<file path="config.mk">
export PLATFORM = sky130hd
export DESIGN_NAME = midi_track_event_parser_flat
export DESIGN_NICKNAME = d
export VERILOG_FILES = /design/src/hw/rtl/mtp_pkg.sv /design/src/hw/rtl/mtp_if.sv /design/src/hw/rtl/midi_track_event_parser.sv /design/src/hw/rtl/mtp_ctrl.sv /design/src/hw/rtl/mtp_parse.sv /design/src/hw/rtl/mtp_time.sv /design/src/flat_wrapper.sv
export SDC_FILE = /design/constraint.sdc
export NUM_CORES = 2
export LEC_CHECK = 0
export ABC_CLOCK_PERIOD_IN_PS = 28800
export BUFFER_PORTS_ARGS = -buffer_cell sky130_fd_sc_hd__buf_2
export CORE_UTILIZATION = 70
export CTS_CLUSTER_SIZE = 8
export DETAILED_ROUTE_END_ITERATION = 6
export MAX_ROUTING_LAYER = met4
export PLACE_DENSITY = 0.88
export SYNTH_ARGS = -nofsm -noshare
export SYNTH_HDL_FRONTEND = slang
export SYNTH_SLANG_ARGS = --single-unit
</file>
<file path="constraint.sdc">
create_clock -name clk -period 28.8 [get_ports clk]
set_input_delay 0 -clock clk [delete_from_list [all_inputs] [get_ports clk]]
set_output_delay 0 -clock clk [all_outputs]
set_load 0.05 [all_outputs]
</file>
<file path="src/hw/rtl/mtp_pkg.sv">
// Shared types, codes and constants for the MIDI track event parser.
`default_nettype none
package mtp_pkg;

  localparam int unsigned TimeW  = 48;
  localparam int unsigned WsumW  = 64;
  localparam int unsigned ProdW  = 56;
  localparam int unsigned TpqW   = 16;
  localparam int unsigned TempoW = 24;
  localparam int unsigned DivBitsPerStep = 4;
  localparam int unsigned DivSteps = WsumW / DivBitsPerStep;
  localparam int unsigned DivCntW  = $clog2(DivSteps);

  localparam logic [TpqW-1:0]   TPQ_RESET   = 16'd480;
  localparam logic [TempoW-1:0] TEMPO_RESET = 24'd1000000;
  localparam logic [TimeW-1:0]  TIME_MAX    = {TimeW{1'b1}};

  localparam logic [0:0] REG_TPQ   = 1'b0;
  localparam logic [0:0] REG_TEMPO = 1'b1;

  localparam logic [1:0] KIND_CHAN   = 2'd0;
  localparam logic [1:0] KIND_EOT    = 2'd1;
  localparam logic [1:0] KIND_BADTAG = 2'd2;

  localparam logic [7:0] ST_META     = 8'hFF;
  localparam logic [7:0] ST_SYSEX    = 8'hF0;
  localparam logic [7:0] ST_SYSEX_CT = 8'hF7;
  localparam logic [7:0] META_EOT    = 8'h2F;
  localparam logic [7:0] META_TEMPO  = 8'h51;
  localparam logic [7:0] META_TIMSIG = 8'h58;
  localparam logic [7:0] MASK_CLASS  = 8'hE0;
  localparam logic [7:0] CLASS_1DATA = 8'hC0;

  localparam logic [7:0] TAG_M = 8'h4D;
  localparam logic [7:0] TAG_T = 8'h54;
  localparam logic [7:0] TAG_R = 8'h72;
  localparam logic [7:0] TAG_K = 8'h6B;

  typedef enum logic [3:0] {
    PH_IDLE, PH_TAG, PH_TAGBAD, PH_LENSKIP, PH_DELTA, PH_STATUS, PH_METATYP,
    PH_DATA1, PH_DATA2, PH_LEN, PH_SKIP, PH_TEMPO
  } ph_t;

  typedef enum logic [2:0] {
    S_WAIT, S_MUL, S_ACC, S_DIV, S_PUT
  } seq_t;

  typedef struct packed {
    logic step;
    logic clr;
    logic mul;
    logic acc;
    logic div_load;
    logic div_run;
    logic put;
  } mtp_cmd_t;

  typedef struct packed {
    logic add;
    logic emit;
    logic div_last;
  } mtp_stat_t;

  function automatic logic [7:0] tag_byte(input logic [1:0] idx);
    logic [7:0] r;
    case (idx)
      2'd0: r = TAG_M;
      2'd1: r = TAG_T;
      2'd2: r = TAG_R;
      default: r = TAG_K;
    endcase
    return r;
  endfunction

endpackage
`default_nettype wire

</file>
<file path="src/hw/rtl/mtp_if.sv">
// Channel interfaces: track bytes in, event items out, register writes.
`default_nettype none
interface mtp_in_if;
  logic       valid;
  logic       ready;
  logic       cmd;
  logic [7:0] byte_in;
  modport source (output valid, output cmd, output byte_in, input ready);
  modport sink (input valid, input cmd, input byte_in, output ready);
endinterface

interface mtp_out_if;
  logic        valid;
  logic        ready;
  logic [1:0]  kind;
  logic [7:0]  status_byte;
  logic [7:0]  first_data;
  logic [7:0]  second_data;
  logic        has_second;
  logic [31:0] tick_total;
  logic [47:0] time_us;
  modport source (output valid, output kind, output status_byte, output first_data,
                  output second_data, output has_second, output tick_total,
                  output time_us, input ready);
  modport sink (input valid, input kind, input status_byte, input first_data,
                input second_data, input has_second, input tick_total,
                input time_us, output ready);
endinterface

interface mtp_cfg_if;
  logic        valid;
  logic        ready;
  logic [0:0]  index;
  logic [23:0] data;
  modport source (output valid, output index, output data, input ready);
  modport sink (input valid, input index, input data, output ready);
endinterface
`default_nettype wire

</file>
<file path="src/hw/rtl/midi_track_event_parser.sv">
// Top level of the MIDI track event parser.
//
//  channel  dir  payload                                         accepted when
//  in_ch    in   cmd, byte_in                                    valid && ready
//  out_ch   out  kind, status_byte, first/second_data, has_second,
//                tick_total, time_us                              valid && ready
//  cfg_ch   in   index (0 ticks_per_quarter, 1 initial_tempo), data  valid && ready
//
// A byte that produces nothing takes only the step; a delta time end takes step,
// multiply and accumulate. A byte that completes an event takes the step, the run of
// the 4-bit-per-cycle divider, then hand-off into the output register.
// Reset is synchronous; no clearing pass. A full output register lets bytes in
// until the next result is ready; that result then holds byte intake until the
// register drains. Config writes are taken every cycle.
`default_nettype none
module midi_track_event_parser
  import mtp_pkg::*;
(
  input  wire logic clk,
  input  wire logic rst,
  mtp_in_if.sink    in_ch,
  mtp_out_if.source out_ch,
  mtp_cfg_if.sink   cfg_ch
);

  mtp_cmd_t          cmd;
  mtp_stat_t         stat, pstat;
  logic              div_last;
  logic [31:0]       delta_hold;
  logic [TempoW-1:0] tempo_now;
  logic [1:0]        res_kind;
  logic [7:0]        res_status, res_d0, res_d1;
  logic              res_two, res_stamp;
  logic [31:0]       res_tick;
  logic [TimeW-1:0]  quot_sat;
  logic              out_full, out_take, cfg_fire;

  assign cfg_ch.ready = 1'b1;
  assign cfg_fire     = cfg_ch.valid;
  assign out_take     = out_ch.valid && out_ch.ready;
  assign out_full     = out_ch.valid;
  assign stat         = '{add: pstat.add, emit: pstat.emit, div_last: div_last};

  mtp_ctrl u_ctrl (
    .clk      (clk),
    .rst      (rst),
    .in_valid (in_ch.valid),
    .in_cmd   (in_ch.cmd),
    .in_ready (in_ch.ready),
    .out_full (out_full),
    .out_take (out_take),
    .stat     (stat),
    .cmd      (cmd)
  );

  mtp_parse u_parse (
    .clk         (clk),
    .rst         (rst),
    .cmd         (cmd),
    .in_cmd      (in_ch.cmd),
    .b           (in_ch.byte_in),
    .tempo_wr    (cfg_fire && cfg_ch.index == REG_TEMPO),
    .tempo_wdata (cfg_ch.data),
    .stat        (pstat),
    .delta_hold  (delta_hold),
    .tempo_now   (tempo_now),
    .res_kind    (res_kind),
    .res_status  (res_status),
    .res_d0      (res_d0),
    .res_d1      (res_d1),
    .res_two     (res_two),
    .res_tick    (res_tick),
    .res_stamp   (res_stamp)
  );

  mtp_time u_time (
    .clk        (clk),
    .rst        (rst),
    .cmd        (cmd),
    .tpq_wr     (cfg_fire && cfg_ch.index == REG_TPQ),
    .tpq_wdata  (cfg_ch.data[TpqW-1:0]),
    .delta_hold (delta_hold),
    .tempo_now  (tempo_now),
    .div_last   (div_last),
    .quot_sat   (quot_sat)
  );

  always_ff @(posedge clk) begin
    if (rst) begin
      out_ch.valid <= 1'b0;
    end else if (cmd.put) begin
      out_ch.valid <= 1'b1;
    end else if (out_take) begin
      out_ch.valid <= 1'b0;
    end
  end

  always_ff @(posedge clk) begin
    if (cmd.put) begin
      out_ch.kind        <= res_kind;
      out_ch.status_byte <= res_status;
      out_ch.first_data  <= res_d0;
      out_ch.second_data <= res_d1;
      out_ch.has_second  <= res_two;
      out_ch.tick_total  <= res_tick;
      out_ch.time_us     <= res_stamp ? quot_sat : '0;
    end
  end

endmodule
`default_nettype wire

</file>
<file path="src/hw/rtl/mtp_ctrl.sv">
// Sequencer: byte step, multiply, accumulate, divide and result hand-off.
`default_nettype none
module mtp_ctrl
  import mtp_pkg::*;
(
  input  wire logic      clk,
  input  wire logic      rst,
  input  wire logic      in_valid,
  input  wire logic      in_cmd,
  output logic           in_ready,
  input  wire logic      out_full,
  input  wire logic      out_take,
  input  wire mtp_stat_t stat,
  output mtp_cmd_t       cmd
);

  seq_t st, st_next;
  logic fire;

  always_ff @(posedge clk) begin
    if (rst) begin
      st <= S_WAIT;
    end else begin
      st <= st_next;
    end
  end

  always_comb begin
    st_next  = st;
    in_ready = (st == S_WAIT);
    fire     = in_valid && in_ready;
    cmd      = '0;
    case (st)
      S_WAIT: begin
        cmd.step = fire;
        cmd.clr  = fire && in_cmd;
        if (fire && stat.add) begin
          st_next = S_MUL;
        end else if (fire && stat.emit) begin
          cmd.div_load = 1'b1;
          st_next      = S_DIV;
        end
      end
      S_MUL: begin
        cmd.mul = 1'b1;
        st_next = S_ACC;
      end
      S_ACC: begin
        cmd.acc = 1'b1;
        st_next = S_WAIT;
      end
      S_DIV: begin
        cmd.div_run = 1'b1;
        if (stat.div_last) st_next = S_PUT;
      end
      S_PUT: begin
        // hold until the output register is free
        if (!out_full || out_take) begin
          cmd.put = 1'b1;
          st_next = S_WAIT;
        end
      end
      default: st_next = S_WAIT;
    endcase
  end

endmodule
`default_nettype wire

</file>
<file path="src/hw/rtl/mtp_parse.sv">
// Byte parser: chunk header, delta times, running status, meta and sysex.
`default_nettype none
module mtp_parse
  import mtp_pkg::*;
(
  input  wire logic              clk,
  input  wire logic              rst,
  input  wire mtp_cmd_t          cmd,
  input  wire logic              in_cmd,
  input  wire logic [7:0]        b,
  input  wire logic              tempo_wr,
  input  wire logic [TempoW-1:0] tempo_wdata,
  output mtp_stat_t              stat,
  output logic [31:0]            delta_hold,
  output logic [TempoW-1:0]      tempo_now,
  output logic [1:0]             res_kind,
  output logic [7:0]             res_status,
  output logic [7:0]             res_d0,
  output logic [7:0]             res_d1,
  output logic                   res_two,
  output logic [31:0]            res_tick,
  output logic                   res_stamp
);

  ph_t         phase, phase_next;
  logic [2:0]  byte_count, byte_count_next;
  logic [31:0] varlen_acc, varlen_acc_next;
  logic [31:0] skip_left, skip_left_next;
  logic [7:0]  running_type, running_type_next;
  logic [7:0]  held_data, held_data_next;
  logic [15:0] tempo_build, tempo_build_next;
  logic [TempoW-1:0] tempo_now_next;
  logic [31:0] tick_sum, tick_sum_next;

  logic [31:0] vl_new;
  logic [32:0] tick_add;
  logic        disp, chan, emit, stamp, two;
  logic [7:0]  disp_rt, disp_d0, chan_d0, e_st, e_d0, e_d1;
  logic [1:0]  e_kind;
  logic [2:0]  bc_inc;

  assign vl_new   = {varlen_acc[24:0], b[6:0]};
  assign tick_add = {1'b0, tick_sum} + {1'b0, vl_new};
  assign bc_inc   = byte_count + 3'd1;

  always_comb begin
    phase_next        = phase;
    byte_count_next   = byte_count;
    varlen_acc_next   = varlen_acc;
    skip_left_next    = skip_left;
    running_type_next = running_type;
    held_data_next    = held_data;
    tempo_build_next  = tempo_build;
    tempo_now_next    = tempo_now;
    tick_sum_next     = tick_sum;
    stat              = '0;
    disp = 1'b0; disp_rt = running_type; disp_d0 = b;
    chan = 1'b0; chan_d0 = b;
    emit = 1'b0; stamp = 1'b0; two = 1'b0;
    e_kind = KIND_CHAN; e_st = '0; e_d0 = '0; e_d1 = '0;

    if (in_cmd) begin
      phase_next        = PH_TAG;
      byte_count_next   = '0;
      varlen_acc_next   = '0;
      skip_left_next    = '0;
      running_type_next = '0;
      held_data_next    = '0;
      tempo_build_next  = '0;
      tick_sum_next     = '0;
    end else begin
      case (phase)
        PH_TAG, PH_TAGBAD: begin
          if (b != tag_byte(byte_count[1:0])) phase_next = PH_TAGBAD;
          byte_count_next = bc_inc;
          if (bc_inc[2]) begin
            byte_count_next = '0;
            if (phase_next == PH_TAGBAD) begin
              phase_next = PH_IDLE;
              emit       = 1'b1;
              e_kind     = KIND_BADTAG;
            end else begin
              phase_next = PH_LENSKIP;
            end
          end
        end
        PH_LENSKIP: begin
          byte_count_next = bc_inc;
          if (bc_inc[2]) begin
            byte_count_next = '0;
            varlen_acc_next = '0;
            phase_next      = PH_DELTA;
          end
        end
        PH_DELTA: begin
          varlen_acc_next = vl_new;
          if (!b[7]) begin
            stat.add        = 1'b1;
            tick_sum_next   = tick_add[32] ? 32'hFFFF_FFFF : tick_add[31:0];
            varlen_acc_next = '0;
            phase_next      = PH_STATUS;
          end
        end
        PH_STATUS: begin
          if (b[7]) begin
            if (b == ST_META) begin
              phase_next = PH_METATYP;
            end else begin
              running_type_next = b;
              if (b == ST_SYSEX || b == ST_SYSEX_CT) begin
                varlen_acc_next = '0;
                phase_next      = PH_LEN;
              end else begin
                phase_next = PH_DATA1;
              end
            end
          end else begin
            disp = 1'b1;
          end
        end
        PH_METATYP: begin
          running_type_next = b;
          disp    = 1'b1;
          disp_rt = b;
          disp_d0 = ST_META;
        end
        PH_DATA1: chan = 1'b1;
        PH_DATA2: begin
          emit            = 1'b1;
          stamp           = 1'b1;
          two             = 1'b1;
          e_st            = running_type;
          e_d0            = held_data;
          e_d1            = b;
          varlen_acc_next = '0;
          phase_next      = PH_DELTA;
        end
        PH_LEN: begin
          varlen_acc_next = vl_new;
          if (!b[7]) begin
            varlen_acc_next = '0;
            if (running_type == META_EOT) begin
              phase_next = PH_IDLE;
              emit       = 1'b1;
              stamp      = 1'b1;
              e_kind     = KIND_EOT;
              e_st       = META_EOT;
            end else if (running_type == META_TEMPO) begin
              byte_count_next  = '0;
              tempo_build_next = '0;
              phase_next       = PH_TEMPO;
            end else begin
              skip_left_next = (running_type == META_TIMSIG) ? 32'd4 : vl_new;
              phase_next     = (skip_left_next != '0) ? PH_SKIP : PH_DELTA;
            end
          end
        end
        PH_SKIP: begin
          if (skip_left != '0) skip_left_next = skip_left - 32'd1;
          if (skip_left_next == '0) begin
            varlen_acc_next = '0;
            phase_next      = PH_DELTA;
          end
        end
        PH_TEMPO: begin
          if (byte_count < 3'd2) begin
            tempo_build_next = {tempo_build[7:0], b};
            byte_count_next  = bc_inc;
          end else begin
            tempo_now_next  = {tempo_build, b};
            byte_count_next = '0;
            varlen_acc_next = '0;
            phase_next      = PH_DELTA;
          end
        end
        default: ;
      endcase

      // meta types below 80h, sysex types (and a cleared running type) take a length next
      if (disp) begin
        if (disp_rt < 8'h80 || disp_rt == ST_SYSEX || disp_rt == ST_SYSEX_CT) begin
          varlen_acc_next = '0;
          phase_next      = PH_LEN;
        end else begin
          chan    = 1'b1;
          chan_d0 = disp_d0;
        end
      end
      if (chan) begin
        if ((running_type_next & MASK_CLASS) != CLASS_1DATA) begin
          held_data_next = chan_d0;
          phase_next     = PH_DATA2;
        end else begin
          emit            = 1'b1;
          stamp           = 1'b1;
          e_st            = running_type_next;
          e_d0            = chan_d0;
          varlen_acc_next = '0;
          phase_next      = PH_DELTA;
        end
      end
    end
    stat.emit = emit;
    if (tempo_wr) tempo_now_next = tempo_wdata;
  end

  always_ff @(posedge clk) begin
    if (rst) begin
      phase        <= PH_IDLE;
      byte_count   <= '0;
      varlen_acc   <= '0;
      skip_left    <= '0;
      running_type <= '0;
      held_data    <= '0;
      tempo_build  <= '0;
      tempo_now    <= TEMPO_RESET;
      tick_sum     <= '0;
    end else if (cmd.step) begin
      phase        <= phase_next;
      byte_count   <= byte_count_next;
      varlen_acc   <= varlen_acc_next;
      skip_left    <= skip_left_next;
      running_type <= running_type_next;
      held_data    <= held_data_next;
      tempo_build  <= tempo_build_next;
      tempo_now    <= tempo_now_next;
      tick_sum     <= tick_sum_next;
    end else if (tempo_wr) begin
      tempo_now <= tempo_wdata;
    end
  end

  always_ff @(posedge clk) begin
    if (cmd.step && stat.add) delta_hold <= vl_new;
    if (cmd.step && emit) begin
      res_kind   <= e_kind;
      res_status <= e_st;
      res_d0     <= e_d0;
      res_d1     <= e_d1;
      res_two    <= two && ((e_st & MASK_CLASS) != CLASS_1DATA);
      res_tick   <= stamp ? tick_sum : '0;
      res_stamp  <= stamp;
    end
  end

endmodule
`default_nettype wire

</file>
<file path="src/hw/rtl/mtp_time.sv">
// Time stamp path: delta times tempo, saturating sum, 4-bit-a-cycle divider.
`default_nettype none
module mtp_time
  import mtp_pkg::*;
(
  input  wire logic              clk,
  input  wire logic              rst,
  input  wire mtp_cmd_t          cmd,
  input  wire logic              tpq_wr,
  input  wire logic [TpqW-1:0]   tpq_wdata,
  input  wire logic [31:0]       delta_hold,
  input  wire logic [TempoW-1:0] tempo_now,
  output logic                   div_last,
  output logic [TimeW-1:0]       quot_sat
);

  logic [TpqW-1:0]    tpq;
  logic [ProdW-1:0]   prod;
  logic [WsumW-1:0]   wsum;
  logic [WsumW-1:0]   dvd, dvd_next;
  logic [TpqW-1:0]    rem, rem_next;
  logic [DivCntW-1:0] cnt;
  logic [TpqW-1:0]    dsr;
  logic [WsumW:0]     wsum_add;
  logic [TpqW:0]      trial;

  assign dsr      = (tpq == '0) ? TpqW'(1) : tpq;
  assign wsum_add = {1'b0, wsum} + {{(WsumW + 1 - ProdW){1'b0}}, prod};
  assign div_last = (cnt == DivCntW'(DivSteps - 1));
  assign quot_sat = (dvd[WsumW-1:TimeW] != '0) ? TIME_MAX : dvd[TimeW-1:0];

  // restoring division, quotient bits shifted in behind the dividend
  always_comb begin
    dvd_next = dvd;
    rem_next = rem;
    trial    = '0;
    for (int i = 0; i < DivBitsPerStep; i++) begin
      trial = {rem_next, dvd_next[WsumW-1]};
      if (trial >= {1'b0, dsr}) begin
        trial = trial - {1'b0, dsr};
        dvd_next = {dvd_next[WsumW-2:0], 1'b1};
      end else begin
        dvd_next = {dvd_next[WsumW-2:0], 1'b0};
      end
      rem_next = trial[TpqW-1:0];
    end
  end

  always_ff @(posedge clk) begin
    if (rst) begin
      tpq  <= TPQ_RESET;
      wsum <= '0;
      cnt  <= '0;
    end else begin
      if (tpq_wr) tpq <= tpq_wdata;
      if (cmd.clr) begin
        wsum <= '0;
      end else if (cmd.acc) begin
        wsum <= wsum_add[WsumW] ? {WsumW{1'b1}} : wsum_add[WsumW-1:0];
      end
      if (cmd.div_load) begin
        cnt <= '0;
      end else if (cmd.div_run) begin
        cnt <= cnt + DivCntW'(1);
      end
    end
  end

  always_ff @(posedge clk) begin
    if (cmd.mul) prod <= delta_hold * tempo_now;
    if (cmd.div_load) begin
      dvd <= wsum;
      rem <= '0;
    end else if (cmd.div_run) begin
      dvd <= dvd_next;
      rem <= rem_next;
    end
  end

endmodule
`default_nettype wire

</file>
<file path="src/flat_wrapper.sv">
// flat-port wrapper written by rule: the top's interface ports become plain ports
module midi_track_event_parser_flat import mtp_pkg::*;
  (clk, rst, in_ch_valid, in_ch_cmd, in_ch_byte_in, in_ch_ready, out_ch_valid, out_ch_kind, out_ch_status_byte, out_ch_first_data, out_ch_second_data, out_ch_has_second, out_ch_tick_total, out_ch_time_us, out_ch_ready, cfg_ch_valid, cfg_ch_index, cfg_ch_data, cfg_ch_ready);
  mtp_in_if in_ch_i ();
  mtp_out_if out_ch_i ();
  mtp_cfg_if cfg_ch_i ();
  input  wire logic clk;
  input  wire logic rst;
  input wire logic [$bits(in_ch_i.valid)-1:0] in_ch_valid;
  input wire logic [$bits(in_ch_i.cmd)-1:0] in_ch_cmd;
  input wire logic [$bits(in_ch_i.byte_in)-1:0] in_ch_byte_in;
  output wire logic [$bits(in_ch_i.ready)-1:0] in_ch_ready;
  output wire logic [$bits(out_ch_i.valid)-1:0] out_ch_valid;
  output wire logic [$bits(out_ch_i.kind)-1:0] out_ch_kind;
  output wire logic [$bits(out_ch_i.status_byte)-1:0] out_ch_status_byte;
  output wire logic [$bits(out_ch_i.first_data)-1:0] out_ch_first_data;
  output wire logic [$bits(out_ch_i.second_data)-1:0] out_ch_second_data;
  output wire logic [$bits(out_ch_i.has_second)-1:0] out_ch_has_second;
  output wire logic [$bits(out_ch_i.tick_total)-1:0] out_ch_tick_total;
  output wire logic [$bits(out_ch_i.time_us)-1:0] out_ch_time_us;
  input wire logic [$bits(out_ch_i.ready)-1:0] out_ch_ready;
  input wire logic [$bits(cfg_ch_i.valid)-1:0] cfg_ch_valid;
  input wire logic [$bits(cfg_ch_i.index)-1:0] cfg_ch_index;
  input wire logic [$bits(cfg_ch_i.data)-1:0] cfg_ch_data;
  output wire logic [$bits(cfg_ch_i.ready)-1:0] cfg_ch_ready;
  assign in_ch_i.valid = in_ch_valid;
  assign in_ch_i.cmd = in_ch_cmd;
  assign in_ch_i.byte_in = in_ch_byte_in;
  assign in_ch_ready = in_ch_i.ready;
  assign out_ch_valid = out_ch_i.valid;
  assign out_ch_kind = out_ch_i.kind;
  assign out_ch_status_byte = out_ch_i.status_byte;
  assign out_ch_first_data = out_ch_i.first_data;
  assign out_ch_second_data = out_ch_i.second_data;
  assign out_ch_has_second = out_ch_i.has_second;
  assign out_ch_tick_total = out_ch_i.tick_total;
  assign out_ch_time_us = out_ch_i.time_us;
  assign out_ch_i.ready = out_ch_ready;
  assign cfg_ch_i.valid = cfg_ch_valid;
  assign cfg_ch_i.index = cfg_ch_index;
  assign cfg_ch_i.data = cfg_ch_data;
  assign cfg_ch_ready = cfg_ch_i.ready;
  midi_track_event_parser u_core (.clk(clk), .rst(rst), .in_ch(in_ch_i), .out_ch(out_ch_i), .cfg_ch(cfg_ch_i));
endmodule
</file>
# Word level (Yosys, flattened, before mapping)

Index checks and enable logic that the tools add are counted.

Add/sub/neg operators: 9
Multiply operators: 1
Divide/modulo/power cells: 0
Magnitude comparators: 6
Eq/ne operators: 41
Shift operators: 0
Muxes and demuxes: 149
Bitwise gates (word level): 2
Reduce and logical (&&, ||, !) cells: 45

Operators with widths:

| operator                | number |
|---|---|
| $mux W32                | 24 |
| $mux W64                | 3 |
| $pmux W32 S6            | 1 |
| $mux W16                | 10 |
| $mux W8                 | 20 |
| $mux W24                | 6 |
| $mux W4                 | 20 |
| $ge A17 B16 Y1          | 4 |
| $add A64 B56 Y65        | 1 |
| $pmux W32 S2            | 1 |
| $reduce_bool A32 Y1     | 2 |
| $sub A16 B16 Y16        | 4 |
| $mul A32 B24 Y56        | 1 |
| $mux W48                | 1 |
| $eq A8 B8 Y1 const B    | 5 |
| $mux W1                 | 36 |
| $add A32 B32 Y33        | 1 |
| $logic_not A32 Y1       | 1 |
| $pmux W16 S2            | 1 |
| $pmux W4 S8             | 1 |
| $pmux W8 S2             | 2 |
| $sub A32 B1 Y32 const B | 1 |
| $mux W3                 | 9 |
| $ne A3 B3 Y1 const B    | 7 |
| 44 further kinds        | 91 |

Register bits: 582
Bits in latches: 0
Memory bits (writable): 0
Memory bits (read-only): 0
Bits of input ports: 39
Word-level logic and storage cells: 286
Memories kept: 0

# Depth between registers and ports, before layout

Depth in word-level cells: 20
Gate-level depth with buffers: 48
Depth with buffers taken out: 43

# Cells and area by module

From an unflattened synthesis, not the netlist that was laid out.

Cell total of the unflattened synthesis: 5897
Area, all modules: 55266.8 µm²

Modules (own cells, without submodules):

| module                  | instances | cells an instance | area each (µm²) |
|---|---|---|---|
| mtp_time                | 1         | 4227              | 38590.8 |
| mtp_parse               | 1         | 1478              | 12819.8 |
| midi_track_event_parser | 1         | 169               | 3648.5 |
| mtp_ctrl                | 1         | 23                | 207.7 |

# Least setup slack after synthesis

Ideal clock, no wire load.

Kind: reg-to-reg
Start: register u_core.u_time.tpq[3]
End: register u_core.u_time.rem[11]
Library setup time: 116 ps
Arrival: 10860 ps
Data required time: 28684 ps
Path slack: 17824 ps
Cell stages (with the launch flop): 48
Cell sequence: dfxtp_1 > nor4_1 > a41o_1 > ha_1 > nor2b_1 > o31a_1 > o21ai_1 > nand3_1 > a21oi_1 > clkbuf_1 > clkbuf_1 > nor2_1 > a21oi_1 > inv_1 > ha_1 > a2111oi_0 > nand3_1 > a21boi_1 > [... 12 more ...] > o2bb2ai_1 > o211a_1 > o211a_2 > mux2i_1 > mux2i_1 > ha_1 > nor2b_1 > o21a_1 > o21ai_0 > a21oi_1 > a211oi_1 > o311ai_0 > a21oi_1 > o32ai_1 > a211oi_1 > clkbuf_1 > o31ai_1 > a31o_2

Word-level cells in the longest chain between the ends: 10

RTL lines:

| what                                                      | line                           | RTL |
|---|---|---|
| start: declaration                                        | mtp_time.sv:17                 | `logic [TpqW-1:0] tpq;` |
| start signal: assignment                                  | mtp_time.sv:55                 | `if (tpq_wr) tpq <= tpq_wdata;` |
| $logic_not A16 Y1                                         | mtp_time.sv:27                 | `assign dsr = (tpq == '0) ? TpqW'(1) : tpq;` |
| $mux W16 *                                                | mtp_time.sv:27                 |  |
| $sub A16 B16 Y16 / $ge A17 B16 Y1 (equally long branches) | mtp_time.sv:40, mtp_time.sv:39 |  |
| $mux W16                                                  | mtp_time.sv:39                 | `if (trial >= {1'b0, dsr}) begin` |
| $sub A16 B16 Y16 / $ge A17 B16 Y1 (equally long branches) | mtp_time.sv:40, mtp_time.sv:39 |  |
| $mux W16                                                  | mtp_time.sv:39                 |  |
| $sub A16 B16 Y16 / $ge A17 B16 Y1 (equally long branches) | mtp_time.sv:40, mtp_time.sv:39 |  |
| $mux W16                                                  | mtp_time.sv:39                 |  |
| $sub A16 B16 Y16 / $ge A17 B16 Y1 (equally long branches) | mtp_time.sv:40, mtp_time.sv:39 |  |
| $mux W16 *                                                | mtp_time.sv:39                 |  |
| end signal: assignment                                    | mtp_time.sv:76                 | `rem <= rem_next;` |
| end: declaration                                          | mtp_time.sv:21                 | `logic [TpqW-1:0] rem, rem_next;` |

Every way passes the cells marked *; elsewhere a longest branch is shown, timed or not.
A chain may end at the register's enable or synchronous reset.

# Final worst setup path

Start: register u_core.u_time.tpq[1]
End: register u_core.u_time.rem[0]

Word-level cells in the longest chain between the ends: 10

RTL lines:

| what                                                      | line |
|---|---|
| $logic_not A16 Y1                                         | mtp_time.sv:27 |
| $mux W16 *                                                | mtp_time.sv:27 |
| $sub A16 B16 Y16 / $ge A17 B16 Y1 (equally long branches) | mtp_time.sv:40, mtp_time.sv:39 |
| $mux W16                                                  | mtp_time.sv:39 |
| $sub A16 B16 Y16 / $ge A17 B16 Y1 (equally long branches) | mtp_time.sv:40, mtp_time.sv:39 |
| $mux W16                                                  | mtp_time.sv:39 |
| $sub A16 B16 Y16 / $ge A17 B16 Y1 (equally long branches) | mtp_time.sv:40, mtp_time.sv:39 |
| $mux W16                                                  | mtp_time.sv:39 |
| $ge A17 B16 Y1                                            | mtp_time.sv:39 |
| $mux W16 *                                                | mtp_time.sv:39 |

Marked as above.

==> flow_summary_export.csv <==
group,metric,value,unit
run_status,status,"finished, violations left",
run_status,failed_checks,"design-rule violations",
timing,hold_viol,0,
setup_path,cpMostUsedCell,"a21oi_1",
clocking,cts_tree,"done",
placement,place_congestion,1.01,
clocking,htreeDepth,3,
setup_path,arrival,12750,ps
floorplanning,fp.dieW,282,um
clocking,cts_sinks,575,
worst_hold_path,hold_path.class,"in2reg",
synth,synth_edf_count,319,
floorplanning,dieHeight,282,um
synth,synth.largest_area_cell,"fa_1",
global_route,grt_overflow_total,0,
global_route,track_usage,42.7,%
global_route,antenna_found_initial,2,
timing,max_clock_freq,0.0820,GHz
timing,slew_headroom,10.1,%
clocking,clk_latency,650,ps
cells_and_area,area_growth,8.19,%
setup_path,worstReg2RegEnd,"u_core.u_time.rem[0]",
pwr,power_density,96.5,mW/mm^2
clocking,clk_pin_slew,60,ps
timing,setup_violations,0,
detailed_routing,drc,5,
setup_path,r2r_setup_slack,16610,ps
synth,syn_avg_cell_area,9.14,sq um
setup_path,start_kind,"register",
global_route,grt_max_degree,93,
synth,synth_warnings,0,
clocking,cts_buffer_depth,3,
pwr,power_leakage,26.0,nW
detailed_routing,wl_per_cell,22.7,um
run,drv_cap,0,
floorplanning,placementRows,102,
cells_and_area,final_core_util,76.6,%
placement,dp_hpwl,111,mm
synth,synthTopCellsByArea,"fa_1 (24%), edfxtp_1 (17%), dfxtp_1 (9.3%), ha_1 (7.7%), nand2_1 (7.3%)",
detailed_routing,detail-route-antenna-nets,0,
timing,fin_crit,12190,ps
detailed_routing,finalWirelength,162,mm
synth,yosys-top-cells-count,"nand2_1 (1065), inv_1 (713), fa_1 (664)",
detailed_routing,viasPerCell,6.43,
clocking,numCtsBuffers,82,
synth,synth_area,0.0549,sq mm
detailed_routing,vias,45978,
synth,ys_seq_area_share,26.8,%
floorplanning,core,0.0776,sq mm
synth,synth_flop_cell,"edfxtp_1",
clocking,cts_root_buffer,"clkbuf_16",
floorplanning,start_util,70.8,%
timing,slew_violations,0,
cells_and_area,nFillCells,5089,
setup_path,r2r_cells,43,
timing,rsz0062_at_grt,"no",
placement,io_buffers,147,
setup_path,regToRegStartpoint,"u_core.u_time.tpq[1]",
setup_path,startpoint,"u_core.u_time.tpq[1]",
global_route,grt_pass1_vias,46678,
synth,async_flop_share,0,%
setup_path,critPathMaxStageDelay,520,ps
synth,syn_inst,6012,
timing,skew,42.1,ps
setup_path,cp-endpoint,"u_core.u_time.rem[0]",
synth,ys_types,90,
timing,worstMarginPinSlew,1350,ps
timing,holdWs,228,ps
detailed_routing,dr.pass1.iters,7,
synth,synth_most_common_cell,"nand2_1",
pwr,vdd_drop_max,0.298,mV
cells_and_area,drive_gt1_share,6.10,%
global_route,grt_pass1_wl,254,mm
setup_path,slowest_stage,"a2111oi_0",
setup_path,criticalPathCategory,"reg2reg",
floorplanning,die-area,0.0796,sq mm
timing,fin_crit_sh,42.3,%
detailed_routing,first_iter_violations,5604,
synth,synth_top_area_share,24.2,%
floorplanning,num_io_pins,149,
synth,syn_nets,7055,
timing,tns,0,ps
setup_path,worstPathMaxFanout,35,
synth,synth_seq_cells,575,
cells_and_area,nNetsFinal,7089,
setup_path,endpoint_kind,"register",
setup_path,required,29360,ps
## cells in the final DEF, fill, tap and decap left out, types with 45 or more instances in the layout
master         netlist  layout
a21o_1             125     125
a21oi_1            304     301
a22oi_1             45      45
a31oi_1             57      56
and2_1             294     293
buf_2                6     146
buf_4                1      59
clkbuf_1           303      58
clkbuf_16            0      83
dfxtp_1            256     243
dlygate4sd3_1        0      68
edfxtp_1           319     319
fa_1               664     664
ha_1               340     340
inv_1              713     713
nand2_1           1065    1064
nand2b_1            48      48
nand3_1             90      90
nor2_1             226     224
nor3_1              71      69
o21a_1              89      89
o21ai_0            250     250
xnor2_1            133     133
xor2_1              68      68
## worst min-delay path by stage
stage                           startpoint                           end  slack (ps)  depth (start not counted)
after floorplan           in_ch_byte_in[0]  u_core.u_parse.delta_hold[0]         100                          0
after global placement      cfg_ch_data[7]          u_core.u_time.tpq[7]         250                          2
after detailed placement    cfg_ch_data[7]          u_core.u_time.tpq[7]         240                          2
after CTS                   cfg_ch_data[2]   u_core.u_parse.tempo_now[2]         210                          4
after global routing       cfg_ch_data[15]  u_core.u_parse.tempo_now[15]         220                          4
final                       cfg_ch_data[2]   u_core.u_parse.tempo_now[2]         230                          4
## area by class of cell
class	instances	area (sq um)	share of cell area, %
Multi-Input combinational cell	4400	36400	61.3
Sequential cell	575	14700	24.8
Clock inverter	8	169	0.284
Timing Repair Buffer	273	1850	3.12
Antenna cell	4	10.0	0.0168
Tap cell	1040	1300	2.19
Inverter	714	2680	4.51
Clock buffer	141	2290	3.86
## what timing repair did
item                      4_1_cts  5_1_grt
hold buffers                   68        0
resized for setup               0        0
buffers inserted                0        0
hold endpoints to repair       93        0
## stage by stage
stage	setup WS, ps	total power [W]	cell area, sq um	instances
after floorplan	17820	0.00358	54900	6012
after global placement	16670	0.00455	56300	6934
after detailed placement	16780	0.00467	56300	6934
after CTS	16750	0.00561	59400	7151
after global routing	15630	0.00612	59400	7153
final	16610	0.00573	59400	7155
## flip-flops by register name (all words and copies together) (netlist names), 24 cells and up
name / count
u_core.u_parse.varlen_acc: 25
u_core.u_time.dvd: 64
u_core.u_parse.delta_hold: 32
u_core.out_ch.time_us: 48
u_core.u_time.prod: 56
u_core.u_parse.tempo_now: 24
u_core.u_parse.tick_sum: 32
u_core.u_time.wsum: 64
u_core.out_ch.tick_total: 32
u_core.u_parse.res_tick: 32
u_core.u_parse.skip_left: 32
## metal layers
layer | vias to the layer above | part of all wire (%) | track usage (%)
met2 | 3097 | 45 | 64.9
met1 | 22025 | 36 | 52.3
met4 | 0 | 6.9 | 23.8
met5 | - | 0 | -
li1 | 19998 | - | -
met3 | 858 | 12 | 10.6
## report_power, final
| part | total [W] | switching (W) | internal (W) |
|---|---|---|---|
| clock | 0.000924 | 0.000381 | 0.000543 |
| sequential | 0.00103 | 0.0000252 | 0.00101 |
| combinational | 0.00378 | 0.00227 | 0.00151 |
| total | 0.00573 | 0.00268 | 0.00306 |
## critical path: cells and delay by family, from the launching register on
kind / cells / cell delay, ps
adders and majority gates: 4 / 1240
buffers and inverters: 4 / 1150
DFF: 1 / 410
and+or+nand+nor: 8 / 1490
muxes: 2 / 680
AOI/OAI and AO/OA: 25 / 7060
## kinds of logic after synthesis
| group | after synthesis | share of synthesized area [%] |
|---|---|---|
| AOI/OAI and AO/OA | 1154 | 13.5 |
| DFF | 575 | 26.8 |
| other | 1 | 0.00683 |
| xor gates and xnor gates | 201 | 3.20 |
| adders and majority gates | 1004 | 31.9 |
| buffers and inverters | 1037 | 7.15 |
| and+or+nand+nor | 2012 | 16.9 |
| muxes | 28 | 0.524 |
Power figures use the tool's default switching activity.
